==> config.mk <==
export PLATFORM = sky130hd
export DESIGN_NAME = endstop_pressure_guard
export DESIGN_NICKNAME = d
export VERILOG_FILES = /design/src/design/epg_pkg.sv /design/src/design/epg_cfg.sv /design/src/design/epg_core.sv /design/src/design/endstop_pressure_guard.sv
export SDC_FILE = /design/constraint.sdc
export NUM_CORES = 1
export LEC_CHECK = 0
export BUFFER_PORTS_ARGS = -buffer_cell sky130_fd_sc_hd__buf_4
export CELL_PAD_IN_SITES_DETAIL_PLACEMENT = 0
export CELL_PAD_IN_SITES_GLOBAL_PLACEMENT = 1
export CORE_ASPECT_RATIO = 0.5
export CORE_MARGIN = 5
export CORE_UTILIZATION = 47
export CTS_CLUSTER_SIZE = 24
export DETAILED_ROUTE_END_ITERATION = 12
export HOLD_SLACK_MARGIN = 0.1
export PLACE_DENSITY = 0.89
export SLEW_MARGIN = 20
export SYNTH_ARGS = -nofsm -noshare
export SYNTH_HDL_FRONTEND = slang
export SYNTH_SLANG_ARGS = --single-unit
==> constraint.sdc <==
create_clock -name clk -period 15.1 [get_ports clk]
set_clock_uncertainty 0.2 [all_clocks]
set_input_delay 3.02 -clock clk [delete_from_list [all_inputs] [get_ports clk]]
set_output_delay 3.02 -clock clk [all_outputs]
set_load 0.02 [all_outputs]
==> src/design/epg_pkg.sv <==
// Shared types, register map and reset values for the end-stop pressure guard.
package epg_pkg;

	localparam int unsigned AddrWidth = 5;
	localparam int unsigned DataWidth = 32;

	typedef enum logic [2:0] {
		REG_HARD_CURRENT_LIMIT  = 3'd0,
		REG_STALL_CURRENT_LIMIT = 3'd1,
		REG_NO_MOTION_TIME      = 3'd2,
		REG_MAX_SAMPLE_AGE      = 3'd3,
		REG_MOTION_DELTA        = 3'd4,
		REG_CONFIRM_COUNT       = 3'd5,
		REG_LEG_TIMEOUT         = 3'd6
	} reg_index_t;

	typedef enum logic [1:0] {
		LEG_NONE  = 2'd0,
		LEG_LEFT  = 2'd1,
		LEG_RIGHT = 2'd2
	} leg_code_t;

	localparam logic [15:0] HardCurrentLimitReset  = 16'd20000;
	localparam logic [15:0] StallCurrentLimitReset = 16'd8000;
	localparam logic [15:0] NoMotionTimeReset      = 16'd100;
	localparam logic [15:0] MaxSampleAgeReset      = 16'd250;
	localparam logic [7:0]  MotionDeltaReset       = 8'd2;
	localparam logic [3:0]  ConfirmCountReset      = 4'd2;
	localparam logic [15:0] LegTimeoutReset        = 16'd1000;

	typedef struct packed {
		logic [15:0] hard_current_limit;
		logic [15:0] stall_current_limit;
		logic [15:0] no_motion_time;
		logic [15:0] max_sample_age;
		logic [7:0]  motion_delta;
		logic [3:0]  confirm_count;
		logic [15:0] leg_timeout;
	} cfg_t;

	typedef struct packed {
		logic [1:0]         sweep_leg;
		logic [31:0]        now_ms;
		logic signed [31:0] encoder_count;
		logic               sensor_ack;
		logic               shunt_ok;
		logic               sensor_healthy;
		logic [31:0]        sample_age;
		logic [31:0]        sample_seq;
		logic signed [23:0] motor_current;
	} item_t;

	typedef struct packed {
		logic pressure_detected;
		logic leg_timed_out;
		logic guard_armed;
	} result_t;

endpackage

==> src/design/epg_cfg.sv <==
// APB-style configuration register file of the end-stop pressure guard.
module epg_cfg (
	input  logic                           clk,
	input  logic                           arst_n,
	input  logic                           psel,
	input  logic                           penable,
	input  logic                           pwrite,
	input  logic [epg_pkg::AddrWidth-1:0]  paddr,
	input  logic [epg_pkg::DataWidth-1:0]  pwdata,
	output logic [epg_pkg::DataWidth-1:0]  prdata,
	output epg_pkg::cfg_t                  cfg
);

	epg_pkg::cfg_t cfg_q;
	logic          wr_en;
	logic [2:0]    reg_sel;

	assign wr_en   = psel & penable & pwrite;
	assign reg_sel = paddr[epg_pkg::AddrWidth-1:2];

	always_ff @(posedge clk or negedge arst_n) begin
		if (!arst_n) begin
			cfg_q.hard_current_limit  <= epg_pkg::HardCurrentLimitReset;
			cfg_q.stall_current_limit <= epg_pkg::StallCurrentLimitReset;
			cfg_q.no_motion_time      <= epg_pkg::NoMotionTimeReset;
			cfg_q.max_sample_age      <= epg_pkg::MaxSampleAgeReset;
			cfg_q.motion_delta        <= epg_pkg::MotionDeltaReset;
			cfg_q.confirm_count       <= epg_pkg::ConfirmCountReset;
			cfg_q.leg_timeout         <= epg_pkg::LegTimeoutReset;
		end else if (wr_en) begin
			unique case (reg_sel)
				epg_pkg::REG_HARD_CURRENT_LIMIT:  cfg_q.hard_current_limit  <= pwdata[15:0];
				epg_pkg::REG_STALL_CURRENT_LIMIT: cfg_q.stall_current_limit <= pwdata[15:0];
				epg_pkg::REG_NO_MOTION_TIME:      cfg_q.no_motion_time      <= pwdata[15:0];
				epg_pkg::REG_MAX_SAMPLE_AGE:      cfg_q.max_sample_age      <= pwdata[15:0];
				epg_pkg::REG_MOTION_DELTA:        cfg_q.motion_delta        <= pwdata[7:0];
				epg_pkg::REG_CONFIRM_COUNT:       cfg_q.confirm_count       <= pwdata[3:0];
				epg_pkg::REG_LEG_TIMEOUT:         cfg_q.leg_timeout         <= pwdata[15:0];
				default: ;
			endcase
		end
	end

	always_comb begin
		unique case (reg_sel)
			epg_pkg::REG_HARD_CURRENT_LIMIT:  prdata = {16'd0, cfg_q.hard_current_limit};
			epg_pkg::REG_STALL_CURRENT_LIMIT: prdata = {16'd0, cfg_q.stall_current_limit};
			epg_pkg::REG_NO_MOTION_TIME:      prdata = {16'd0, cfg_q.no_motion_time};
			epg_pkg::REG_MAX_SAMPLE_AGE:      prdata = {16'd0, cfg_q.max_sample_age};
			epg_pkg::REG_MOTION_DELTA:        prdata = {24'd0, cfg_q.motion_delta};
			epg_pkg::REG_CONFIRM_COUNT:       prdata = {28'd0, cfg_q.confirm_count};
			epg_pkg::REG_LEG_TIMEOUT:         prdata = {16'd0, cfg_q.leg_timeout};
			default:                          prdata = '0;
		endcase
	end

	assign cfg = cfg_q;

endmodule

==> src/design/epg_core.sv <==
// Observation state and single-pass pressure, timeout and armed evaluation.
module epg_core (
	input  logic            clk,
	input  logic            arst_n,
	input  logic            step,
	input  epg_pkg::item_t  item,
	input  epg_pkg::cfg_t   cfg,
	output epg_pkg::result_t result
);

	logic        observing_q, observing_n;
	logic [1:0]  observed_leg_q, observed_leg_n;
	logic [31:0] reference_count_q, reference_count_n;
	logic [31:0] last_motion_time_q, last_motion_time_n;
	logic [31:0] last_seen_seq_q, last_seen_seq_n;
	logic [3:0]  hard_hits_q, hard_hits_n;
	logic [3:0]  stall_hits_q, stall_hits_n;
	logic [31:0] leg_start_time_q, leg_start_time_n;

	logic        leg_valid;
	logic        restart;
	logic [32:0] enc_diff;
	logic [32:0] enc_dist;
	logic        moved;
	logic [31:0] motion_time_mid;
	logic        sample_bad;
	logic        age_ok;
	logic        fresh;
	logic [23:0] cur_mag;
	logic        still;
	logic        over_hard;
	logic        over_stall;
	logic [3:0]  hard_inc;
	logic [3:0]  stall_inc;
	logic [3:0]  stall_mid;
	logic        pressure;
	logic [31:0] leg_elapsed;

	assign leg_valid = (item.sweep_leg == epg_pkg::LEG_LEFT) ||
		(item.sweep_leg == epg_pkg::LEG_RIGHT);
	assign restart = !observing_q || (observed_leg_q != item.sweep_leg);

	// Exact encoder distance in 33 bits, no wrap.
	assign enc_diff = {item.encoder_count[31], item.encoder_count} -
		{reference_count_q[31], reference_count_q};
	assign enc_dist = enc_diff[32] ? (~enc_diff + 33'd1) : enc_diff;
	assign moved = enc_dist >= {25'd0, cfg.motion_delta};
	assign motion_time_mid = moved ? item.now_ms : last_motion_time_q;
	assign stall_mid = moved ? 4'd0 : stall_hits_q;

	assign age_ok = item.sample_age <= {16'd0, cfg.max_sample_age};
	assign sample_bad = !item.sensor_ack || !item.shunt_ok || !age_ok;
	assign fresh = item.sample_seq != last_seen_seq_q;

	assign cur_mag = item.motor_current[23] ? (~item.motor_current + 24'd1) :
		item.motor_current;
	assign still = (item.now_ms - motion_time_mid) >= {16'd0, cfg.no_motion_time};
	assign over_hard = cur_mag >= {8'd0, cfg.hard_current_limit};
	assign over_stall = cur_mag >= {8'd0, cfg.stall_current_limit};

	// Saturate at the confirmation count.
	assign hard_inc = (hard_hits_q < cfg.confirm_count) ? hard_hits_q + 4'd1 : hard_hits_q;
	assign stall_inc = (stall_mid < cfg.confirm_count) ? stall_mid + 4'd1 : stall_mid;

	always_comb begin
		observing_n        = observing_q;
		observed_leg_n     = observed_leg_q;
		reference_count_n  = reference_count_q;
		last_motion_time_n = last_motion_time_q;
		last_seen_seq_n    = last_seen_seq_q;
		hard_hits_n        = hard_hits_q;
		stall_hits_n       = stall_hits_q;
		leg_start_time_n   = leg_start_time_q;
		pressure           = 1'b0;
		if (!leg_valid) begin
			observing_n  = 1'b0;
			hard_hits_n  = 4'd0;
			stall_hits_n = 4'd0;
		end else if (restart) begin
			observing_n        = 1'b1;
			observed_leg_n     = item.sweep_leg;
			reference_count_n  = item.encoder_count;
			last_motion_time_n = item.now_ms;
			last_seen_seq_n    = 32'd0;
			leg_start_time_n   = item.now_ms;
			hard_hits_n        = 4'd0;
			stall_hits_n       = 4'd0;
		end else begin
			if (moved) begin
				reference_count_n  = item.encoder_count;
				last_motion_time_n = item.now_ms;
			end
			stall_hits_n = stall_mid;
			if (sample_bad) begin
				hard_hits_n  = 4'd0;
				stall_hits_n = 4'd0;
			end else if (fresh) begin
				last_seen_seq_n = item.sample_seq;
				if (over_hard) begin
					stall_hits_n = 4'd0;
					hard_hits_n  = hard_inc;
					if (hard_inc >= cfg.confirm_count) begin
						hard_hits_n = 4'd0;
						pressure    = 1'b1;
					end
				end else begin
					hard_hits_n = 4'd0;
					if (still && over_stall) begin
						stall_hits_n = stall_inc;
						if (stall_inc >= cfg.confirm_count) begin
							stall_hits_n = 4'd0;
							pressure     = 1'b1;
						end
					end else begin
						stall_hits_n = 4'd0;
					end
				end
			end
		end
	end

	assign leg_elapsed = item.now_ms - leg_start_time_n;

	always_comb begin
		result.pressure_detected = pressure;
		result.leg_timed_out = !pressure && leg_valid &&
			(leg_elapsed >= {16'd0, cfg.leg_timeout});
		result.guard_armed = item.sensor_ack && item.shunt_ok && age_ok &&
			item.sensor_healthy;
	end

	always_ff @(posedge clk or negedge arst_n) begin
		if (!arst_n) begin
			observing_q        <= 1'b0;
			observed_leg_q     <= epg_pkg::LEG_NONE;
			reference_count_q  <= '0;
			last_motion_time_q <= '0;
			last_seen_seq_q    <= '0;
			hard_hits_q        <= '0;
			stall_hits_q       <= '0;
			leg_start_time_q   <= '0;
		end else if (step) begin
			observing_q        <= observing_n;
			observed_leg_q     <= observed_leg_n;
			reference_count_q  <= reference_count_n;
			last_motion_time_q <= last_motion_time_n;
			last_seen_seq_q    <= last_seen_seq_n;
			hard_hits_q        <= hard_hits_n;
			stall_hits_q       <= stall_hits_n;
			leg_start_time_q   <= leg_start_time_n;
		end
	end

endmodule

==> src/design/endstop_pressure_guard.sv <==
// Top level of the end-stop pressure guard: handshake stages, core and registers.
//
// One item per control tick goes in, one result item comes out, in order.
// An item is captured into an input register, evaluated against the
// observation state in one pass of short logic (a few 32-bit subtracts and
// compares), and the result lands in an output register; the observation
// state advances in the same edge the result is written. Throughput is one
// item per clock cycle while result_ready drains the output; an accepted
// item's result moves into the output register once it is free. The input
// and output registers form a two-deep pipe, so an empty input register
// accepts a new item while a finished result still waits for result_ready.
// Configuration registers are written through the APB-style port (pready
// always high) and must only change while the block is idle.
module endstop_pressure_guard (
	input  logic                          clk,
	input  logic                          arst_n,

	// APB-style configuration port
	input  logic                          psel,
	input  logic                          penable,
	input  logic                          pwrite,
	input  logic [epg_pkg::AddrWidth-1:0] paddr,
	input  logic [epg_pkg::DataWidth-1:0] pwdata,
	output logic [epg_pkg::DataWidth-1:0] prdata,
	output logic                          pready,

	// Tick item channel
	input  logic                          item_valid,
	output logic                          item_ready,
	input  logic [1:0]                    sweep_leg,
	input  logic [31:0]                   now_ms,
	input  logic signed [31:0]            encoder_count,
	input  logic                          sensor_ack,
	input  logic                          shunt_ok,
	input  logic                          sensor_healthy,
	input  logic [31:0]                   sample_age,
	input  logic [31:0]                   sample_seq,
	input  logic signed [23:0]            motor_current,

	// Result item channel
	output logic                          result_valid,
	input  logic                          result_ready,
	output logic                          pressure_detected,
	output logic                          leg_timed_out,
	output logic                          guard_armed
);

	epg_pkg::cfg_t    cfg;
	epg_pkg::item_t   item_s1;
	logic             valid_s1;
	epg_pkg::result_t result_core;
	epg_pkg::result_t result_s2;
	logic             valid_s2;
	logic             adv_s2;
	logic             adv_s1;

	assign pready = 1'b1;

	epg_cfg u_cfg (
		.clk     (clk),
		.arst_n  (arst_n),
		.psel    (psel),
		.penable (penable),
		.pwrite  (pwrite),
		.paddr   (paddr),
		.pwdata  (pwdata),
		.prdata  (prdata),
		.cfg     (cfg)
	);

	// Output register takes a new result when empty or being drained.
	assign adv_s2 = valid_s1 && (!valid_s2 || result_ready);
	// Input register refills when empty or when its item moves on.
	assign adv_s1 = !valid_s1 || adv_s2;
	assign item_ready = adv_s1;

	// Capture the incoming item; payload needs no reset.
	always_ff @(posedge clk or negedge arst_n) begin
		if (!arst_n) begin
			valid_s1 <= 1'b0;
		end else if (adv_s1) begin
			valid_s1 <= item_valid;
		end
	end

	always_ff @(posedge clk) begin
		if (adv_s1 && item_valid) begin
			item_s1.sweep_leg      <= sweep_leg;
			item_s1.now_ms         <= now_ms;
			item_s1.encoder_count  <= encoder_count;
			item_s1.sensor_ack     <= sensor_ack;
			item_s1.shunt_ok       <= shunt_ok;
			item_s1.sensor_healthy <= sensor_healthy;
			item_s1.sample_age     <= sample_age;
			item_s1.sample_seq     <= sample_seq;
			item_s1.motor_current  <= motor_current;
		end
	end

	// Evaluate the held item; state advances only when its result is stored.
	epg_core u_core (
		.clk    (clk),
		.arst_n (arst_n),
		.step   (adv_s2),
		.item   (item_s1),
		.cfg    (cfg),
		.result (result_core)
	);

	// Hold the result until the consumer takes it.
	always_ff @(posedge clk or negedge arst_n) begin
		if (!arst_n) begin
			valid_s2 <= 1'b0;
		end else if (adv_s2) begin
			valid_s2 <= 1'b1;
		end else if (result_ready) begin
			valid_s2 <= 1'b0;
		end
	end

	always_ff @(posedge clk) begin
		if (adv_s2) begin
			result_s2 <= result_core;
		end
	end

	assign result_valid      = valid_s2;
	assign pressure_detected = result_s2.pressure_detected;
	assign leg_timed_out     = result_s2.leg_timed_out;
	assign guard_armed       = result_s2.guard_armed;

endmodule
# [Word-level counts from Yosys, hierarchy flattened]
# Cells that the tools add are included.
[word_totals] register_bits=393 latchBits=0 ramBits=0 rom_bits=0 elab_cells=141 mem_count=0
[classes] addsub=7 multipliers=0 div=0 n_lt_le_gt_ge=10 n_eq_ne=13 shift=0 n_mux=40 n_bitwise=4 n_reduce_logical=38
[ops] op="$mux W32" count=9
[ops] op="$pmux W16 S7" count=1
[ops] op="$ge A32 B16 Y1" count=2
[ops] op="$mux W4" count=16
[ops] op="$sub A32 B32 Y32" count=2
[ops] op="$ge A24 B16 Y1" count=2
[ops] op="$add A33 B1 Y33 const B" count=1
[ops] op="$ge A33 B8 Y1" count=1
[ops] op="$mux W33" count=1
[ops] op="$not A33 Y33" count=1
[ops] op="$sub A32 B32 Y33" count=1
[ops] op="$le A32 B16 Y1" count=1
[ops] op="$ne A32 B32 Y1" count=1
[ops] op="$add A24 B1 Y24 const B" count=1
[ops] op="$mux W24" count=1
[ops] op="$not A24 Y24" count=1
[ops] op="$reduce_and A2 Y1" count=10
[ops] op="$mux W1" count=12
[ops] op="$eq A3 B3 Y1 const B" count=3
[ops] op="$add A4 B1 Y4 const B" count=2
[ops] op="$ge A4 B4 Y1" count=2
[ops] op="$logic_and A1 B1 Y1" count=8
[ops] op="$lt A4 B4 Y1" count=2
[ops] op="$logic_not A1 Y1" count=7
[ops] op="14 further kinds" count=24

# [Logic depth before layout (Yosys ltp)]
[logic_depth] ltp_word=19 mapped_depth=55

# [Modules after synthesis]
# A second synthesis with hierarchy kept.
[unflattened] cells_unflattened=2557 hier_area_um2=26205.1
[modules_own_cells] mod="epg_core" n_inst=1 cells_per_inst=2052 area_per_inst_um2=16744.8 seq_area_each_um2=3478.3
[modules_own_cells] mod="endstop_pressure_guard" n_inst=1 cells_per_inst=170 area_per_inst_um2=4919.7 seq_area_each_um2=4854.7
[modules_own_cells] mod="epg_cfg" n_inst=1 cells_per_inst=335 area_per_inst_um2=4540.6 seq_area_each_um2=2337.2

# [Worst setup path before layout]
# OpenSTA, ideal clock, no wires.
[synth_path] path_type="reg-to-reg" from="register item_s1[102] in the netlist's numbering" to="register u_core.stall_hits_q[0]" arrival_ps=10356 t_required_ps=14779 slack_ps=4423 path_stages_with_launch=52 n_path_buf=5 path_cell_list="edfxtp_1 ha_1 buf_4 a21oi_2 o221ai_1 and4_1 a211oi_4 a21o_1 and3_1 clkbuf_1 clkbuf_1 o21ai_0 xnor2_1 ha_1 a21oi_1 o21ai_0 nand3_1 nand2_1 [16 not listed] a211oi_1 nor4b_1 nand2_1 a31oi_1 xnor2_1 ha_1 a2111oi_0 o2111ai_1 nor4_1 o21ai_0 a21oi_1 o211a_1 and4bb_2 nand3_1 nor4_1 nand4b_1 o311a_1 a22o_1"
[synth_between] elab_chain_len=16 elab_cells_between_ends=21 cone_classes="add/sub: 4; order compare: 4; mux: 11; bitwise: 1; reduce/logical: 1"
[synth_rtl] element="start: declaration" line="endstop_pressure_guard.sv:49" text="epg_pkg::item_t item_s1;"
[synth_rtl] element="$sub A32 B32 Y33 *" line="epg_core.sv:44" text="assign enc_diff = {item.encoder_count[31], item.encoder_count} -"
[synth_rtl] element="$not A33 Y33" line="epg_core.sv:46" text="assign enc_dist = enc_diff[32] ? (~enc_diff + 33'd1) : enc_diff;"
[synth_rtl] element="$add A33 B1 Y33" line="epg_core.sv:46"
[synth_rtl] element="$mux W33 *" line="epg_core.sv:46"
[synth_rtl] element="$ge A33 B8 Y1 *" line="epg_core.sv:47" text="assign moved = enc_dist >= {25'd0, cfg.motion_delta};"
[synth_rtl] element="parallel branches: the longest is 7 deep, another holds $sub A32 B32 Y32"
[synth_rtl] element="$mux W4 *" line="epg_core.sv:97" text="end else if (fresh) begin"
[synth_rtl] element="$mux W4 *" line="epg_core.sv:94" text="if (sample_bad) begin"
[synth_rtl] element="$mux W4 *" line="epg_core.sv:79" text="end else if (restart) begin"
[synth_rtl] element="$mux W4 *" line="epg_core.sv:75" text="if (!leg_valid) begin"
[synth_rtl] element="end signal: assignment" line="epg_core.sv:149" text="stall_hits_q <= stall_hits_n;"
[synth_rtl] element="end: declaration" line="epg_core.sv:17" text="logic [3:0] stall_hits_q, stall_hits_n;"
# Every way passes the cells marked *.
# A chain may end at the register's enable or synchronous reset.

==> key figures <==
Status
  • Result of the run: complete, no violations

Detailed routing
  • Number of antenna-violating nets in the routed design: 0
  • Number of vias in the routed layout: 19.6k
  • Wire length per cell after detailed routing: 18.0 um
  • Final WL: between 60,000 and 70,000 um
  • # DRC: 0
  • Number of DRC markers in iteration 0: ~1.5k
  • Average via count per standard cell: 5.65
  • Number of search-and-repair iterations in the first detailed-routing pass: 5

Setup path
  • Crit path capture type: flip-flop
  • R2r worst-path depth: 47
  • Critical register-to-register path endpoint: pressure_detected
  • Required time reported for the critical path endpoint: ~15 ns
  • Largest stage delay, worst path: approximately 0.85 ns
  • CP Data Arrival Time: roughly 12 ns
  • Reg-to-reg slack, setup: approximately 2.8 ns
  • Worst setup path class: reg -> reg
  • Largest driver fanout on the critical path: 14
  • Critical Path Start Type: flip-flop
  • Slowest cell on the critical path: sky130_fd_sc_hd__or4_1
  • Most used cell along the critical path: sky130_fd_sc_hd__a21oi_1
  • FF-to-FF Start: item_s1[104]

Clock network
  • Post-CTS setup buffers: 0
  • Root cell of the clock tree: sky130_fd_sc_hd__clkbuf_16
  • Clock tree from TritonCTS: built
  • CTS sink count: just under 400
  • Maximum clock path buffer count: 3
  • Worst-Skew Late Latency: 0.56 ns
  • Register clock-pin slew on the reported worst setup and hold paths: approximately 0.060 ns
  • Clock buffer count from CTS: 40
  • H-tree depth reported by CTS: 2
  • Number of resized instances in the post-cts repair step: 0
  • Number of buffers inserted for hold repair after clock tree synthesis: 0

Placement
  • Placed wire-length estimate after detailed placement: approximately 47,000 um
  • Cells after DPL: 3,397
  • Worst slack at placement: 3.05 ns
  • # port buffers: ~200
  • Total cell area at the placement stage: between 20,000 and 30,000 um^2
  • Routability congestion estimate from global placement: a little over 0.9

STA
  • Highest achievable clock rate: between 0.08 and 0.09 GHz
  • Final TNS setup: 0 ns
  • Final Critical Period: ~12 ns
  • Worst slew margin relative to its limit: 0.220
  • Actual transition at the worst max-transition pin: between 1 and 1.5 ns
  • Count of final hold-check violations: 0
  • Worst setup margin: about 2.8 ns
  • RSZ-0062 raised after global routing: false
  • Count of pins over their slew limit: 0
  • Post-Route Hold Slack: about 0.27 ns
  • Final-report setup violation count: 0
  • Tcrit/Tclk final: 0.813

Final layout
  • Final Net Count: between 3k and 4k
  • Most common library cell in the layout ignoring fill and taps: sky130_fd_sc_hd__nand2_1
  • Antenna diodes: 0
  • Utilization of the core after routing: 0.544
  • Highest-count cells in the layout ignoring fill and taps: 265 x sky130_fd_sc_hd__nand2_1, 229 x sky130_fd_sc_hd__o21ai_0, 217 x sky130_fd_sc_hd__buf_4
  • Number of cells in the finished layout apart from fillers: between 3k and 4k
  • # fillers: approximately 4.6k
  • Area growth from synthesis to final layout: 13.6%
  • Total non-filler cell area in the finished layout: roughly 29,000 um^2
  • Fraction of final layout cells sized beyond drive strength 1: 0.158

Logic synthesis
  • Warnings from Yosys: 0
  • Cell Area, Synth: about 25,000 um^2
  • Register area share after synthesis: 0.424
  • Post-synth ARST share: 0.593
  • Top_reg_cell synth: sky130_fd_sc_hd__dfrtp_1
  • Number of register bits inferred by synthesis: between 300 and 400
  • Synthesized area per cell: 9.77 um^2
  • Number of distinct library cells after synthesis: 92
  • Number of enable flip-flop cells after synthesis: 160
  • Instance count of the mapped netlist: about 2.6k

GRT
  • Met3 track demand over resource: 0.0305
  • Layer carrying the most global-route usage: met2
  • Number of global-route vias before repair: 19.1k
  • Antenna violations before repair: 1
  • First-pass GRT wire length: between 100,000 and 150,000 um
  • Pin count of the biggest net entering global routing: 91
  • Overflow left after global routing: 0
  • Met1 GRT Util: 0.300
  • Global-route track usage on met2: 0.340
  • All-Layer GR Usage: 0.209

Min path
  • Hold_sp: u_core.leg_start_time_q[0]
  • Path type of the worst min-delay path: reg -> reg
  • Number of cells on the worst hold path: 2
  • Worst hold endpoint: u_core.leg_start_time_q[0]

Power
  • Peak ir drop on the vdd network: 79.6 uV
  • Leakage: between 10 and 15 nW
  • Power Dens Cells: between 100 and 150 nW/um^2
  • Overall Power: roughly 3.9 mW

Floorplanning
  • Core box area: roughly 52,000 um^2
  • Die Footprint: just under 60,000 um^2
  • Initial standard-cell utilization of the core: 0.479
  • Height of the die: around 170 um
  • I/O pin count: between 200 and 250
  • Number of core rows: 59
  • Chip width: approximately 340 um

Run
  • Max Cap Viol: 0
==> where the power goes <==
part / leakage (nW) / switching (mW) / internal, mW
sequential: 4.36 / 0.100 / 1.29
combinational: 7.40 / 0.911 / 0.633
clock: 0.644 / 0.422 / 0.569
==> synthesized netlist by cell type, drive strengths merged, types with 7 or more instances <==
cell,instances,share of area
nand2,266,0.040
o21ai,233,0.047
dfrtp,205,0.20
ha,190,0.095
inv,168,0.025
edfxtp,160,0.19
nor2,130,0.019
a21oi,117,0.024
xnor2,100,0.035
mux2,88,0.039
clkbuf,84,0.013
a21o,69,0.021
mux2i,59,0.023
nand3,50,0.0099
nand2b,49,0.012
nor3,43,0.0092
a22o,41,0.014
nand4,31,0.0077
a31oi,30,0.0077
a22oi,28,0.0084
buf,28,0.0073
dfstp,28,0.029
nor2b,28,0.0070
nor4,23,0.0066
xor2,23,0.0080
and2,22,0.0055
and3,22,0.0055
a211oi,21,0.0068
o21a,19,0.0057
o31ai,19,0.0057
o22ai,18,0.0045
or3,15,0.0037
maj3,11,0.0044
a21boi,10,0.0030
or2,10,0.0025
o21bai,9,0.0027
a221oi,8,0.0030
o211a,8,0.0032
or4,8,0.0025
a211o,7,0.0024
nand3b,7,0.0021
o221ai,7,0.0024
==> cells by family (layout without fill, tap and decap cells) <==
| family | Yosys count | count (layout) | synth area share |
|---|---|---|---|
| AOI/OAI and AO/OA | 698 | 698 | 0.181 |
| xor gates and xnor gates | 123 | 123 | 0.0428 |
| adders and majority gates | 203 | 203 | 0.100 |
| buffers and inverters | 281 | 461 | 0.0451 |
| DFF | 393 | 393 | 0.424 |
| muxes | 150 | 150 | 0.0656 |
| other | 2 | 17 | 0.000299 |
| and+or+nand+nor | 725 | 725 | 0.141 |
==> state kept, by name, summed over array words and instances (netlist names) <==
name                       count
u_core.reference_count_q      32
u_core.last_motion_time_q     32
leg_timed_out                  1
u_core.leg_start_time_q       32
u_core.observed_leg_q          2
guard_armed                    1
u_core.stall_hits_q            4
item_s1                      157
u_core.observing_q             1
pressure_detected              1
valid_s1                       1
result_valid                   1
u_core.hard_hits_q             4
u_core.last_seen_seq_q        32
u_cfg.cfg                     92
==> worst max path at each step <==
stage,slack [ns],end,startpoint
5_1_grt,1.74,pressure_detected,item_s1[104]
6_report,2.82,pressure_detected,item_s1[104]
3_3_place_gp,3.17,pressure_detected,item_s1[104]
3_5_place_dp,3.05,pressure_detected,item_s1[102]
2_1_floorplan,4.42,u_core.stall_hits_q[0],item_s1[102]
4_1_cts,2.97,pressure_detected,item_s1[102]
==> worst max-delay path, delay by kind of cell (launching register included) <==
kind / cells / cell delay (ns)
fa+ha+maj: 5 / 1.60
simple gates: 16 / 3.75
xor+xnor: 1 / 0.16
flops: 1 / 0.40
compound gates: 25 / 5.87
==> routing by layer <==
layer	wire (um)	vias to the layer above
met3	3220	67
met1	29900	9415
li1	-	9693
met2	28500	448
met5	0	-
met4	976	0
==> layout make-up <==
cell class,instances,area [um^2],share of cell area
Inverter,169,634,0.0222
Clock buffer,58,1150,0.0404
Multi-Input combinational cell,1916,13500,0.471
Timing Repair Buffer,218,1640,0.0575
Sequential cell,393,10700,0.373
Clock inverter,16,144,0.00504
Tap cell,701,877,0.0307
(Power assumes the default switching activity.)
